[src/tcfm_pkg.sv]
// shared types and constants for the three-class fifo manager
// request and result payload structs, request, queue and status codes
// no dependencies

package tcfm_pkg;

    localparam int REQ_TYPE_W   = 2;
    localparam int QSEL_W       = 2;
    localparam int ID_FIELD_W   = 16;
    localparam int STATUS_W     = 2;
    localparam int ITEM_COUNT_W = 5;
    localparam int NUM_QUEUES   = 3;

    // request codes
    localparam logic [REQ_TYPE_W-1:0] REQ_PUSH = 2'd0;
    localparam logic [REQ_TYPE_W-1:0] REQ_POP  = 2'd1;
    localparam logic [REQ_TYPE_W-1:0] REQ_MOVE = 2'd2;
    localparam logic [REQ_TYPE_W-1:0] REQ_PEEK = 2'd3;

    // queue selector codes
    localparam logic [QSEL_W-1:0] QSEL_READY    = 2'd0;
    localparam logic [QSEL_W-1:0] QSEL_DEVICE   = 2'd1;
    localparam logic [QSEL_W-1:0] QSEL_FINISHED = 2'd2;
    localparam logic [QSEL_W-1:0] QSEL_NONE     = 2'd3;

    // result status codes
    localparam logic [STATUS_W-1:0] STAT_DONE  = 2'd0;
    localparam logic [STATUS_W-1:0] STAT_EMPTY = 2'd1;
    localparam logic [STATUS_W-1:0] STAT_FULL  = 2'd2;

    typedef struct packed {
        logic [REQ_TYPE_W-1:0] req_type;
        logic [QSEL_W-1:0]     queue_sel;
        logic [QSEL_W-1:0]     dest_queue;
        logic [ID_FIELD_W-1:0] proc_id;
    } tcfm_req_t;

    typedef struct packed {
        logic [STATUS_W-1:0]     status;
        logic [ID_FIELD_W-1:0]   item_id;
        logic [ITEM_COUNT_W-1:0] item_count;
    } tcfm_rsp_t;

endpackage

[src/tcfm_ram.sv]
// generic single-port-write, single-port-read ram with registered read data
// no dependencies; contents are undefined until written

module tcfm_ram #(
    parameter int WIDTH = 16,
    parameter int DEPTH = 48
) (
    input  logic                     aclk,
    input  logic                     we,
    input  logic [$clog2(DEPTH)-1:0] waddr,
    input  logic [WIDTH-1:0]         wdata,
    input  logic                     re,
    input  logic [$clog2(DEPTH)-1:0] raddr,
    output logic [WIDTH-1:0]         rdata
);

    logic [WIDTH-1:0] mem [DEPTH];

    always_ff @(posedge aclk) begin
        if (we) begin
            mem[waddr] <= wdata;
        end
        if (re) begin
            rdata <= mem[raddr];
        end
    end

endmodule

[src/three_class_fifo_manager_unit.sv]
// top level of the three-class fifo manager: queue pointers, request sequencer, result register
// depends on tcfm_pkg and tcfm_ram

// Keeps three fifo queues of process identifiers (ready, device wait, finished) in one
// shared ram of 3*QUEUE_DEPTH entries, with head, tail and fill count per queue in flops.
// Each request pushes, pops, peeks or moves the head of one queue to the tail of another,
// and yields exactly one result with a status, the identifier involved and a fill count.
// In the accept cycle the head entry of the source queue is read from the ram, and in the
// update cycle the result is formed, the pointers are updated and a push or move writes the
// destination tail. The sequencer then returns to accepting; no new request is taken until
// the last one has finished its update cycle. The result sits in an output register, so a
// new request is accepted while an earlier result still waits; the update cycle stalls only
// when that register is still occupied. Selector value three names no queue: as a source
// it reads as empty, as a destination it reads as full.
// The ram has no reset; a value read from it is used only when the source queue is not empty.

module three_class_fifo_manager_unit
    import tcfm_pkg::*;
#(
    parameter int QUEUE_DEPTH = 16,
    parameter int ID_WIDTH    = 16
) (
    input  logic      aclk,
    input  logic      aresetn,
    input  logic      s_valid,
    output logic      s_ready,
    input  tcfm_req_t s_payload,
    output logic      m_valid,
    input  logic      m_ready,
    output tcfm_rsp_t m_payload
);

    localparam int IDX_W     = $clog2(QUEUE_DEPTH);
    localparam int CNT_W     = $clog2(QUEUE_DEPTH + 1);
    localparam int RAM_DEPTH = NUM_QUEUES * QUEUE_DEPTH;
    localparam int ADDR_W    = $clog2(RAM_DEPTH);

    // sequencer states
    localparam logic S_IDLE = 1'b0;
    localparam logic S_EXEC = 1'b1;

    localparam logic [CNT_W-1:0] FULL_CNT = CNT_W'(QUEUE_DEPTH);

    // ram base of a queue plus slot index
    function automatic logic [ADDR_W-1:0] slot_addr(input logic [QSEL_W-1:0] q,
                                                    input logic [IDX_W-1:0]  idx);
        logic [ADDR_W-1:0] base;
        case (q)
            QSEL_DEVICE:   base = ADDR_W'(QUEUE_DEPTH);
            QSEL_FINISHED: base = ADDR_W'(2 * QUEUE_DEPTH);
            default:       base = '0;
        endcase
        return base + ADDR_W'(idx);
    endfunction

    // circular increment of a slot index
    function automatic logic [IDX_W-1:0] next_idx(input logic [IDX_W-1:0] idx);
        return (idx == IDX_W'(QUEUE_DEPTH - 1)) ? '0 : idx + 1'b1;
    endfunction

    // sequencer and captured request
    logic      state_reg, state_next;
    tcfm_req_t req_reg;

    // per-queue pointers and counts
    logic [IDX_W-1:0] head_reg  [NUM_QUEUES];
    logic [IDX_W-1:0] head_next [NUM_QUEUES];
    logic [IDX_W-1:0] tail_reg  [NUM_QUEUES];
    logic [IDX_W-1:0] tail_next [NUM_QUEUES];
    logic [CNT_W-1:0] count_reg [NUM_QUEUES];
    logic [CNT_W-1:0] count_next[NUM_QUEUES];

    // result register
    logic      m_valid_reg, m_valid_next;
    tcfm_rsp_t m_payload_reg;

    // ram signals
    logic                mem_we;
    logic [ADDR_W-1:0]   mem_waddr;
    logic [ID_WIDTH-1:0] mem_wdata;
    logic                mem_re;
    logic [ADDR_W-1:0]   mem_raddr;
    logic [ID_WIDTH-1:0] mem_rdata;

    // request decode in the update cycle
    logic [QSEL_W-1:0]   src_q, dst_q, in_q;
    logic                src_ok, dst_ok;
    logic [ID_WIDTH-1:0] push_id;
    logic [ID_WIDTH+ID_FIELD_W-1:0] push_ext;
    logic                commit;

    // result fields before width fitting
    logic [STATUS_W-1:0]            rsp_status;
    logic [ID_WIDTH-1:0]            rsp_id;
    logic [CNT_W-1:0]               rsp_count;
    logic [ID_WIDTH+ID_FIELD_W-1:0] rsp_id_ext;
    logic [CNT_W+ITEM_COUNT_W-1:0]  rsp_count_ext;

    assign s_ready   = (state_reg == S_IDLE);
    assign m_valid   = m_valid_reg;
    assign m_payload = m_payload_reg;

    // update cycle may finish once the result register is free
    assign commit = (state_reg == S_EXEC) && (!m_valid_reg || m_ready);

    // head read of the source queue in the accept cycle
    assign in_q      = (s_payload.queue_sel == QSEL_NONE) ? QSEL_READY : s_payload.queue_sel;
    assign mem_re    = s_valid && s_ready;
    assign mem_raddr = slot_addr(in_q, head_reg[in_q]);

    // identifier kept to ID_WIDTH bits, zero-extended if wider than the field
    assign push_ext = {{ID_WIDTH{1'b0}}, req_reg.proc_id};
    assign push_id  = push_ext[ID_WIDTH-1:0];

    assign src_ok = (req_reg.queue_sel != QSEL_NONE);
    assign dst_ok = (req_reg.dest_queue != QSEL_NONE);
    assign src_q  = src_ok ? req_reg.queue_sel : QSEL_READY;
    assign dst_q  = dst_ok ? req_reg.dest_queue : QSEL_READY;

    tcfm_ram #(
        .WIDTH (ID_WIDTH),
        .DEPTH (RAM_DEPTH)
    ) u_entry_ram (
        .aclk  (aclk),
        .we    (mem_we),
        .waddr (mem_waddr),
        .wdata (mem_wdata),
        .re    (mem_re),
        .raddr (mem_raddr),
        .rdata (mem_rdata)
    );

    // request execution: pointer update, ram write and result
    always_comb begin
        head_next  = head_reg;
        tail_next  = tail_reg;
        count_next = count_reg;
        mem_we     = 1'b0;
        mem_waddr  = slot_addr(src_q, tail_reg[src_q]);
        mem_wdata  = push_id;
        rsp_status = STAT_DONE;
        rsp_id     = '0;
        rsp_count  = '0;

        if (req_reg.req_type == REQ_PUSH) begin
            if (!src_ok) begin
                rsp_status = STAT_FULL;
            end else if (count_reg[src_q] == FULL_CNT) begin
                rsp_status = STAT_FULL;
                rsp_count  = count_reg[src_q];
            end else begin
                mem_we            = commit;
                tail_next[src_q]  = next_idx(tail_reg[src_q]);
                count_next[src_q] = count_reg[src_q] + 1'b1;
                rsp_id            = push_id;
                rsp_count         = count_next[src_q];
            end
        end else if (!src_ok || count_reg[src_q] == '0) begin
            // empty or missing source queue
            rsp_status = STAT_EMPTY;
        end else if (req_reg.req_type == REQ_PEEK) begin
            rsp_id    = mem_rdata;
            rsp_count = count_reg[src_q];
        end else if (req_reg.req_type == REQ_POP) begin
            head_next[src_q]  = next_idx(head_reg[src_q]);
            count_next[src_q] = count_reg[src_q] - 1'b1;
            if (count_next[src_q] == '0) begin
                head_next[src_q] = '0;
                tail_next[src_q] = '0;
            end
            rsp_id    = mem_rdata;
            rsp_count = count_next[src_q];
        end else begin
            // move: destination checks, then take head and append
            if (!dst_ok) begin
                rsp_status = STAT_FULL;
            end else if (dst_q != src_q && count_reg[dst_q] == FULL_CNT) begin
                rsp_status = STAT_FULL;
                rsp_count  = count_reg[dst_q];
            end else begin
                head_next[src_q]  = next_idx(head_reg[src_q]);
                count_next[src_q] = count_reg[src_q] - 1'b1;
                if (count_next[src_q] == '0) begin
                    head_next[src_q] = '0;
                    tail_next[src_q] = '0;
                end
                mem_we            = commit;
                mem_waddr         = slot_addr(dst_q, tail_next[dst_q]);
                mem_wdata         = mem_rdata;
                tail_next[dst_q]  = next_idx(tail_next[dst_q]);
                count_next[dst_q] = count_next[dst_q] + 1'b1;
                rsp_id            = mem_rdata;
                rsp_count         = count_next[dst_q];
            end
        end
    end

    // fit result to the port field widths
    assign rsp_id_ext    = {{ID_FIELD_W{1'b0}}, rsp_id};
    assign rsp_count_ext = {{ITEM_COUNT_W{1'b0}}, rsp_count};

    // sequencer next state
    always_comb begin
        state_next = state_reg;
        unique case (state_reg)
            S_IDLE: begin
                if (s_valid) begin
                    state_next = S_EXEC;
                end
            end
            S_EXEC: begin
                if (commit) begin
                    state_next = S_IDLE;
                end
            end
            default: begin
                state_next = S_IDLE;
            end
        endcase
    end

    // result register handshake
    always_comb begin
        m_valid_next = m_valid_reg;
        if (commit) begin
            m_valid_next = 1'b1;
        end else if (m_ready) begin
            m_valid_next = 1'b0;
        end
    end

    always_ff @(posedge aclk) begin
        if (!aresetn) begin
            state_reg   <= S_IDLE;
            m_valid_reg <= 1'b0;
            for (int q = 0; q < NUM_QUEUES; q++) begin
                head_reg[q]  <= '0;
                tail_reg[q]  <= '0;
                count_reg[q] <= '0;
            end
        end else begin
            state_reg   <= state_next;
            m_valid_reg <= m_valid_next;
            if (commit) begin
                head_reg  <= head_next;
                tail_reg  <= tail_next;
                count_reg <= count_next;
            end
        end
    end

    // payload registers, no reset
    always_ff @(posedge aclk) begin
        if (s_valid && s_ready) begin
            req_reg <= s_payload;
        end
        if (commit) begin
            m_payload_reg.status     <= rsp_status;
            m_payload_reg.item_id    <= rsp_id_ext[ID_FIELD_W-1:0];
            m_payload_reg.item_count <= rsp_count_ext[ITEM_COUNT_W-1:0];
        end
    end

    // no second request while one is in flight
    a_one_in_flight: assert property (@(posedge aclk) disable iff (!aresetn)
        (s_valid && s_ready) |=> !s_ready)
        else $error("request accepted while another is in flight");

    // fill counts never exceed the queue depth
    a_count_bound: assert property (@(posedge aclk) disable iff (!aresetn)
        (count_reg[0] <= FULL_CNT) && (count_reg[1] <= FULL_CNT)
        && (count_reg[2] <= FULL_CNT))
        else $error("fill count above queue depth");

    // an empty queue has both pointers at zero
    a_empty_ptrs: assert property (@(posedge aclk) disable iff (!aresetn)
        ((count_reg[0] != '0) || (head_reg[0] == '0 && tail_reg[0] == '0))
        && ((count_reg[1] != '0) || (head_reg[1] == '0 && tail_reg[1] == '0))
        && ((count_reg[2] != '0) || (head_reg[2] == '0 && tail_reg[2] == '0)))
        else $error("empty queue with nonzero pointers");

    // a failed request reports identifier zero
    a_fail_zero_id: assert property (@(posedge aclk) disable iff (!aresetn)
        (m_valid && m_payload.status != STAT_DONE) |-> (m_payload.item_id == '0))
        else $error("failed request with nonzero identifier");

    // pointers and fill counts only move in an update cycle; the check covers the fill counts
    a_ptr_hold: assert property (@(posedge aclk) disable iff (!aresetn)
        !commit |=> ($stable(count_reg[0]) && $stable(count_reg[1])
        && $stable(count_reg[2])))
        else $error("fill count changed outside an update cycle");

endmodule

[config.mk]
export PLATFORM = sky130hd
export DESIGN_NAME = three_class_fifo_manager_unit
export DESIGN_NICKNAME = d
export VERILOG_FILES = /design/src/tcfm_pkg.sv /design/src/tcfm_ram.sv /design/src/three_class_fifo_manager_unit.sv
export SDC_FILE = /design/constraint.sdc
export NUM_CORES = 1
export LEC_CHECK = 0
export BUFFER_PORTS_ARGS = -buffer_cell sky130_fd_sc_hd__buf_2
export CAP_MARGIN = 30
export CELL_PAD_IN_SITES_DETAIL_PLACEMENT = 0
export CELL_PAD_IN_SITES_GLOBAL_PLACEMENT = 1
export CORE_ASPECT_RATIO = 0.75
export CORE_UTILIZATION = 59
export DETAILED_ROUTE_END_ITERATION = 8
export GPL_TIMING_DRIVEN = 0
export PLACE_DENSITY = 0.83
export SETUP_SLACK_MARGIN = 0.15
export SKIP_LAST_GASP = 1
export SLEW_MARGIN = 20
export SYNTH_ARGS = -nofsm -noshare
export SYNTH_HDL_FRONTEND = slang
export SYNTH_SLANG_ARGS = --single-unit
export TNS_END_PERCENT = 1
[constraint.sdc]
create_clock -name aclk -period 12.8 [get_ports aclk]
set_clock_uncertainty 0.2 [all_clocks]
set_input_delay 2.56 -clock aclk [delete_from_list [all_inputs] [get_ports aclk]]
set_output_delay 2.56 -clock aclk [all_outputs]
set_load 0.05 [all_outputs]
Word-level counts from Yosys, hierarchy flattened

Memory sizes are Yosys's and may differ from the RTL's. A register that Yosys moved wholly into a read port is not among the register bits.
Index checks and enable logic that the tools add are counted.

$lt $le $gt $ge: 5
Equality and inequality tests: 23
Bitwise operators: 10
$add $sub $neg: 9
Mux-type cells: 137
Reduce and logical (&&, ||, !) cells: 17

Operators by type and width:

| cell                  | number |
|---|---|
| $mux W12              | 19 |
| $mux W16              | 14 |
| $mux W15              | 8 |
| $mux W5               | 22 |
| $mux W6               | 12 |
| $bmux W5 S2           | 6 |
| $mux W4               | 13 |
| $bwmux W15            | 3 |
| $bwmux W12            | 3 |
| $pmux W6 S2           | 3 |
| $bmux W4 S2           | 4 |
| $and A12 B12 Y12      | 2 |
| $mux W2               | 11 |
| $demux W5 S2          | 2 |
| $add A6 B4 Y6         | 3 |
| $demux W4 S2          | 2 |
| $mux W1               | 14 |
| $ne A2 B2 Y1 const B  | 7 |
| $add A4 B1 Y4 const B | 3 |
| $eq A4 B4 Y1 const B  | 3 |
| $not A12 Y12          | 1 |
| $add A5 B1 Y5 const B | 2 |
| $eq A2 B2 Y1 const B  | 5 |
| $eq A5 B5 Y1 const B  | 2 |
| 18 further kinds      | 37 |

Bits in registers: 86
Memories: 1
Output and inout port bits: 25
Bits in writable memories: 768

Memories:

| name            | depth | bits a word | read ports | clocked after memory_dff | write ports | line           | source |
|---|---|---|---|---|---|---|---|
| u_entry_ram.mem | 48    | 16          | 1          | 1                        | 1           | tcfm_ram.sv:17 | `logic [WIDTH-1:0] mem [DEPTH];` |

Longest topological paths before layout

Gate-level depths: netlist of the first run.

Depth after elaboration: 31
Depth in mapped cells: 20

By module

Synthesis of the first run repeated with hierarchy kept, for this count alone.

Cell total of the unflattened synthesis: 2245
Area total of the unflattened synthesis: 36963.0 um^2

By module, submodules not included:

| module                        | times used | cells each | seq. area each (um^2) | area each (um^2) |
|---|---|---|---|---|
| tcfm_ram                      | 1          | 1496       | 23542.6               | 30439.2 |
| three_class_fifo_manager_unit | 1          | 749        | 2172.1                | 6523.8 |

Worst setup path before layout of the first run

OpenSTA, ideal clock, no wires.

Path kind: input port to flip-flop
From: input port s_payload[18] (netlist name)
To: register u_entry_ram.rdata[11], read port of u_entry_ram.mem, data pin
Setup slack: 7.289 ns
Required time: 12.330 ns
Stages on the path: 12
Data arrival time: 5.041 ns
Setup time: 0.270 ns
Path through: buf_2 -> nand2b_1 -> or2_2 -> o221ai_1 -> buf_4 -> buf_2 -> buf_4 -> mux4_2 -> a211oi_1 -> a311oi_1 -> a21oi_1 -> a21oi_1

Cells in the longest elaborated chain, start to end: 7
Elaborated cells between the ends (all ways): 10
Those cells by class: add/sub: 1; eq/ne: 3; mux: 5; bitwise: 1

Ends and longest elaborated chain:

| what                                       | line                                 | source |
|---|---|---|
| from (decl)                                | three_class_fifo_manager_unit.sv:27  | `input tcfm_req_t s_payload,` |
| $eq A2 B2 Y1                               | three_class_fifo_manager_unit.sv:107 | `assign in_q = (s_payload.queue_sel == QSEL_NONE) ? QSEL_READY : s_payload.queue_sel;` |
| $mux W2 *                                  | three_class_fifo_manager_unit.sv:107 |  |
| $not A2 Y3 (implied by the code)           | three_class_fifo_manager_unit.sv:109 | `assign mem_raddr = slot_addr(in_q, head_reg[in_q]);` |
| $bmux W4 S2                                | three_class_fifo_manager_unit.sv:109 |  |
| $mux W4 (implied by the code) (2 in a row) | three_class_fifo_manager_unit.sv:109 |  |
| $add A6 B4 Y6 *                            | three_class_fifo_manager_unit.sv:53  | `return base + ADDR_W'(idx);` |
| to (decl)                                  | tcfm_ram.sv:14                       | `output logic [WIDTH-1:0] rdata` |

Every way passes the cells marked *; elsewhere a longest branch is shown, timed or not. The select of a mux whose other input is x is not followed.
A chain may end at the register's enable or synchronous reset.

Final worst setup path of the first run

From: input port s_payload[18] (netlist name)
To: register u_entry_ram.rdata[10], read port of u_entry_ram.mem, data pin

Same word-level chain as after synthesis.

==> results.py, run 1 <==
metrics = {
    "outcome": {
        "outcome": "completed",
    },
    "synthesis": {
        "synth_edf_count": 829,
        "ys_seq_area_share_pct": 69.7,
        "synth-seq-cells": 870,
        "ys_warn_count": 0,
        "syn_nets": 2251,
        "synth.avg_cell_area_um2": 16.7,
        "syn_inst": 2210,
        "ys_types": 92,
        "synthFlopType": "edfxtp_1",
        "async_reset_ff_share_pct": 0,
        "synth_top_area_share_pct": 67.5,
        "synth_area_leader_cell": "edfxtp_1",
        "synth_area_mm2": 0.0369,
        "synth_area_leaders": "edfxtp_1 67%, mux4_2 12%, nand2_1 2.3%, dfxtp_1 2.2%, mux2i_1 1.7%",
    },
    "finish": {
        "final_cell_area_mm2": 0.0421,
        "drive_above_1_share_pct": 23.7,
        "nets": 2453,
        "fill_cells": 3879,
        "multiInputGateArea_mm2": 0.0107,
        "syn2layout_area_growth_pct": 14.1,
        "ff_latch_area_mm2": 0.0257,
        "diodes": 0,
        "largest_reg_flops": 768,
    },
    "critical_path": {
        "slowest_stage": "buf_1",
        "start_kind": "primary input",
        "slowest_delay_ps": 760,
        "cp-end-kind": "register",
        "cpLargestDelayFamily": "buffers and inverters",
        "r2r_start": "req_reg[19]",
        "reg2reg_to": "u_entry_ram.mem[33][6]",
        "path_depth": 13,
        "critPathBufInv": 5,
        "cp_data_required_time_ps": 12970,
        "cp_max_fo": 10,
        "crit_path_cell_trace": "buf_2 -> buf_2 -> nand2b_1 -> nand2_1 -> o221ai_1 -> buf_2 -> buf_1 -> clkbuf_1 -> mux4_2 -> mux2i_1 -> nand2_1 -> a311oi_1 -> a21oi_1",
        "cp.arrival_ps": 7300,
        "reg2regPathDepth": 19,
        "r2r_setup_slack_ps": 6390,
        "cpMostUsedCell": "buf_2",
        "crit_type": "in2reg",
    },
    "placement": {
        "pre_cts_slack_ps": 5310,
        "hpwl_mm": 73.0,
        "place_congestion": 0.961,
        "numPortBuffers": 50,
        "placed_area_mm2": 0.0393,
    },
    "routing": {
        "drtIter0Drc": 2775,
        "route.met2.wl_mm": 47.2,
        "dr_wl_met3_mm": 13.6,
        "route.detailed.drc": 0,
        "via_per_inst": 6.89,
        "wl_mm": 106,
        "drtAntennaViolNets": 0,
        "first_pass_iters": 6,
        "wire_per_inst_um": 32.5,
        "vias": 22500,
        "drt-met1-wl_mm": 42.3,
        "maxUsedRoutingLayer": "met5",
    },
    "power": {
        "ir_drop_v": 0.000106,
        "pwr-share-comb_pct": 10.6,
        "p_switching_mw": 1.53,
        "power.leakage_nw": 13.8,
        "p_clk_share_pct": 39.7,
        "power.density_mw_per_mm2": 152,
        "cellInternalPower_mw": 4.87,
        "p_total_mw": 6.40,
        "swShare_pct": 23.9,
        "power_frac_seq_pct": 49.8,
    },
    "global_route": {
        "grt_pass1_vias": 21900,
        "grt_max_degree": 33,
        "grt_first_pass_wirelength_mm": 152,
        "antenna_found_initial": 2,
        "grt.overflow.total": 0,
        "grtUsageTotal_pct": 34.0,
    },
    "clock_tree": {
        "cts.path.max_buffers": 3,
        "hold_buffers": 0,
        "htreeDepth": 3,
        "postCtsSetupBuffers": 0,
        "root_buffer": "clkbuf_16",
        "clk_latency_ps": 660,
        "numCtsBuffers": 81,
        "cts.sinks": 870,
        "clk_pin_slew_ps": 70,
        "cts_resized": 0,
        "cts_tree": "done",
    },
    "floorplan": {
        "core-area_mm2": 0.0611,
        "num_rows": 78,
        "die_area_mm2": 0.0635,
        "dieWidth_um": 291,
        "io_pins": 51,
        "die_h_um": 219,
        "start_util_pct": 60.4,
    },
    "timing": {
        "period_needed_ps": 7130,
        "rsz0062_at_grt": "no",
        "timing.slew.headroom_pct": 35.8,
        "setup_viol": 0,
        "fin_crit_sh_pct": 55.7,
        "final_hold_viol_count": 0,
        "whs_ps": 299,
        "worst_slack_ps": 5670,
        "maxSlewViolCount": 0,
        "worstMarginPinSlew_ps": 963,
        "setup-tns-final_ps": 0,
        "timing.fmax_ghz": 0.140,
    },
    "min_path": {
        "hp-class": "reg2reg",
        "min_path_cells": 2,
    },
    "flow_run": {
        "maxCapViolations": 0,
    },
}
[metrics by stage]
stage                     std cells  util, %
after floorplan                2210        -
after global routing           3272     68.9
after CTS                      3269     68.9
final                          3272     68.9
after global placement         3060     62.4
after detailed placement       3126     64.3
[synth_stat cells, types with 5 or more instances]
cell,n
a211oi_1,42
a21boi_0,14
a21o_1,6
a21oi_1,100
a22o_1,16
a311oi_1,34
a31oi_1,29
and2_1,44
buf_1,17
buf_2,35
buf_4,11
clkbuf_1,78
dfxtp_1,41
edfxtp_1,829
ha_1,15
inv_1,21
mux2_2,6
mux2i_1,63
mux4_2,192
nand2_1,226
nand2b_1,9
nand3_1,25
nand4_1,6
nor2_1,85
nor2b_1,21
nor3_1,28
nor3_2,11
nor3b_1,5
o211ai_1,11
o21ai_0,46
o221ai_1,9
o22ai_1,11
o31ai_1,7
xnor2_1,18
[worst register-to-register path, cell delays in order (launching register included)]
cell and delay, ps:
edfxtp_1 510, inv_1 140, ha_1 170, buf_6 150
mux2i_1 250, o22a_2 290, inv_2 90, ha_1 440
nand2_1 110, and3_1 200, o41ai_1 390, nand3b_1 200
and4b_1 300, buf_4 180, a21oi_2 80, a221o_2 470
mux2i_2 370, nand2b_1 560, nor2_2 730, buf_6 260
[cell families (layout without fill, tap and decap cells)]
| kind of cell | Yosys count | after routing | synth area share [%] |
|---|---|---|---|
| buffers and inverters | 169 | 431 | 2.03 |
| flip-flops | 870 | 870 | 69.7 |
| AND/OR/NAND/NOR | 492 | 492 | 6.37 |
| AO/OA/AOI/OAI | 377 | 377 | 7.06 |
| multiplexers | 265 | 265 | 13.8 |
| adder cells (fa/ha/maj) | 15 | 15 | 0.509 |
| XOR/XNOR | 22 | 22 | 0.522 |
[area by class of cell]
class | instances | share of cell area (%)
clock buffer | 97 | 5.16
multi-input combinational | 1171 | 25.3
sequential | 870 | 61.1
tap | 800 | 2.38
clock inverter | 46 | 1.50
timing repair buffer | 119 | 2.78
inverter | 24 | 0.214
buffer | 145 | 1.57
[per-layer routing]
metal,GRT usage [%],up-vias
li1,-,9266
met1,49.0,11600
met2,50.4,1501
met3,10.5,211
met4,9.95,2
met5,0,-
[how the worst max path moves through the flow]
stage | start | to | slack, ps
2_1_floorplan | s_payload[18] | u_entry_ram.rdata[11] | 7290
3_3_place_gp | s_payload[18] | u_entry_ram.rdata[10] | 5380
3_5_place_dp | s_payload[18] | u_entry_ram.rdata[10] | 5310
4_1_cts | s_payload[18] | u_entry_ram.rdata[10] | 5940
5_1_grt | s_payload[18] | u_entry_ram.rdata[10] | 5780
6_report | s_payload[18] | u_entry_ram.rdata[10] | 5670
[cell usage in the layout (no fill, tap or decap), types with 18 or more instances in the layout]
cell       instances
edfxtp_1         829
nand2_1          210
mux4_2           192
a21oi_1          100
clkbuf_1          89
buf_2             86
clkbuf_16         84
mux2i_1           63
nor2_1            61
o21ai_0           46
and2_1            44
a211oi_1          42
dfxtp_1           41
a311oi_1          34
buf_4             32
a31oi_1           29
nand3_1           25
nor2_2            24
buf_6             23
inv_1             21
nor2b_1           20
xnor2_1           18
[power by group through the flow]
stage	clock network, mW	registers, mW	logic, mW
floorplan	0	3.26	0.380
global placement	0	3.25	0.616
detailed placement	0	3.24	0.652
CTS	2.55	3.18	0.657
global route	2.66	3.18	0.701
finish	2.54	3.18	0.675
(Power assumes the default switching activity.)
==> run 2: changes to the inputs <==
- CORE_UTILIZATION: 59 -> 49
- PLACE_DENSITY: 0.83 -> 0.73
- clock period: 12.8 -> 6.3 ns (I/O delays scaled with it)
==> run 2 against run 1 <==
Compared with the run above:
- flip-flop and latch count unchanged
- register-to-register slack got worse by 6300 ps
- design area increased by 1.3%
- cell count increased by 6.2%
- critical path depth increased by 7
- clock-buffer cell count increased by 9
- critical endpoint is now u_entry_ram.mem[28][3]
- largest power group unchanged
==> results.py, run 2 (same netlist as run 1, synthesis figures left out) <==
metrics = {
    "timing": {
        "timing.fmax_ghz": 0.161,
        "final_hold_viol_count": 0,
        "maxSlewViolCount": 0,
        "worstMarginPinSlew_ps": 1050,
        "fin_crit_sh_pct": 98.9,
        "timing.slew.headroom_pct": 29.2,
        "setup_viol": 0,
        "period_needed_ps": 6230,
        "rsz0062_at_grt": "yes",
        "setup-tns-final_ps": 0,
    },
    "routing": {
        "vias": 22500,
        "drtIter0Drc": 3047,
        "wl_mm": 109,
        "wire_per_inst_um": 31.4,
        "drtAntennaViolNets": 0,
        "via_per_inst": 6.46,
        "first_pass_iters": 6,
        "route.detailed.drc": 0,
    },
    "floorplan": {
        "die_h_um": 240,
        "die_area_mm2": 0.0764,
        "core-area_mm2": 0.0739,
        "num_rows": 86,
        "dieWidth_um": 319,
        "start_util_pct": 49.9,
        "io_pins": 51,
    },
    "flow_run": {
        "maxCapViolations": 0,
    },
    "critical_path": {
        "cp-end-kind": "register",
        "crit_path_cell_trace": "inv_1 -> ha_1 -> buf_6 -> mux2i_1 -> o22a_2 -> inv_2 -> ha_1 -> nand2_1 -> and3_1 -> o41ai_1 -> nand3b_1 -> and4b_1 -> buf_4 -> a21oi_1 -> or3_1 -> nor3_2 -> a21oi_2 -> buf_6 -> nor3_2 -> buf_4",
        "slowest_stage": "nor3_2",
        "crit_type": "reg2reg",
        "cp_data_required_time_ps": 6450,
        "cp_max_fo": 10,
        "start_kind": "register",
        "cp.arrival_ps": 6380,
        "slowest_delay_ps": 580,
    },
    "clock_tree": {
        "cts.sinks": 870,
        "root_buffer": "clkbuf_16",
        "numCtsBuffers": 85,
        "htreeDepth": 3,
        "cts.path.max_buffers": 3,
        "clk_pin_slew_ps": 60,
        "cts_tree": "done",
        "clk_latency_ps": 660,
    },
    "placement": {
        "placed_area_mm2": 0.0397,
        "hpwl_mm": 78.4,
        "place_congestion": 1.01,
        "dpl.cell_count": 3306,
        "numPortBuffers": 50,
    },
    "finish": {
        "final_cell_mix": "829 x edfxtp_1, 207 x nand2_1, 192 x mux4_2",
        "final_cells": 3476,
        "drive_above_1_share_pct": 25.1,
        "final_cell_area_mm2": 0.0427,
        "nets": 2478,
        "syn2layout_area_growth_pct": 15.7,
        "largest_reg_flops": 768,
        "fill_cells": 5538,
        "layout_commonest_cell": "edfxtp_1",
    },
    "global_route": {
        "grt_first_pass_wirelength_mm": 156,
        "grtUsageTotal_pct": 28.9,
        "grt_max_degree": 37,
        "grt_pass1_vias": 21400,
        "antenna_found_initial": 2,
        "grt.overflow.total": 0,
    },
    "power": {
        "power.density_mw_per_mm2": 304,
        "power.leakage_nw": 14.0,
        "ir_drop_v": 0.000247,
        "p_total_mw": 13.0,
    },
    "min_path": {
        "hp-class": "reg2reg",
    },
    "outcome": {
        "outcome": "completed",
    },
}
[run 2: cell count changes in the layout (fill, tap and decap cells not counted), sizes merged]
cell      delta
buf         +20
clkbuf      +10
bufinv       -7
clkinv       +6
clkinvlp     +3
inv          +3
diode        +1
[run 2: routing by layer]
layer,vias up,share of wire (%),GRT usage (%)
li1,9327,-,-
met1,11800,45,45.7
met2,1237,42,40.4
met3,150,10,6.74
met4,0,2.2,7.00
met5,-,0,0
[run 2: final timing paths]
check | from | to | slack [ps] | cells past startpoint
min reg2reg | register | register | 280 | 2
max reg2reg | req_reg[19] | u_entry_ram.mem[28][3] | 70 | 20
max | req_reg[19] | u_entry_ram.mem[28][3] | 70 | 20
min | register | register | 280 | 2
[run 2: critical path, delay by kind of cell, from the launching register on]
kind                       cells  cell delay [ps]
adders and majority gates      2              620
buffers and inverters          6             1150
AOI/OAI and AO/OA              4             1060
DFF                            1              460
and+or+nand+nor                7             2160
muxes                          1              250
[run 2: area by class of cell]
| class | count | area [um2] | area share [%] |
|---|---|---|---|
| multi-input cells | 1171 | 10800 | 25.3 |
| repair buffers | 140 | 1440 | 3.37 |
| clock inverters | 51 | 494 | 1.16 |
| well taps | 968 | 1210 | 2.84 |
| flip-flops and latches | 870 | 25700 | 60.3 |
| clock buffers | 106 | 2280 | 5.34 |
| plain buffers | 145 | 662 | 1.55 |
| diodes | 1 | 2.50 | 0.00587 |
| inverters | 24 | 90.1 | 0.211 |
[run 2: where the power goes]
part	total, mW	leakage, nW	switching (mW)	internal (mW)
clock network	5.08	1.35	2.23	2.84
logic	1.43	4.83	0.973	0.454
registers	6.46	7.82	0.0283	6.43
total	13.0	14.0	3.24	9.73
[run 2: repair_timing]
action	4_1_cts	5_1_grt
gates resized for setup	9	12
pin swaps	1	4
setup buffers	1	10
hold endpoints to repair	0	0
setup endpoints to repair	244	654
hold buffers	0	0
[run 2: through the flow]
stage,setup WS (ps),utilization [%],hold WS (ps)
4_1_cts,-61.4,57.5,287
6_report,71.1,57.7,282
2_1_floorplan,914,-,245
3_3_place_gp,-1220,51.9,265
5_1_grt,-154,57.7,312
3_5_place_dp,-319,53.7,278
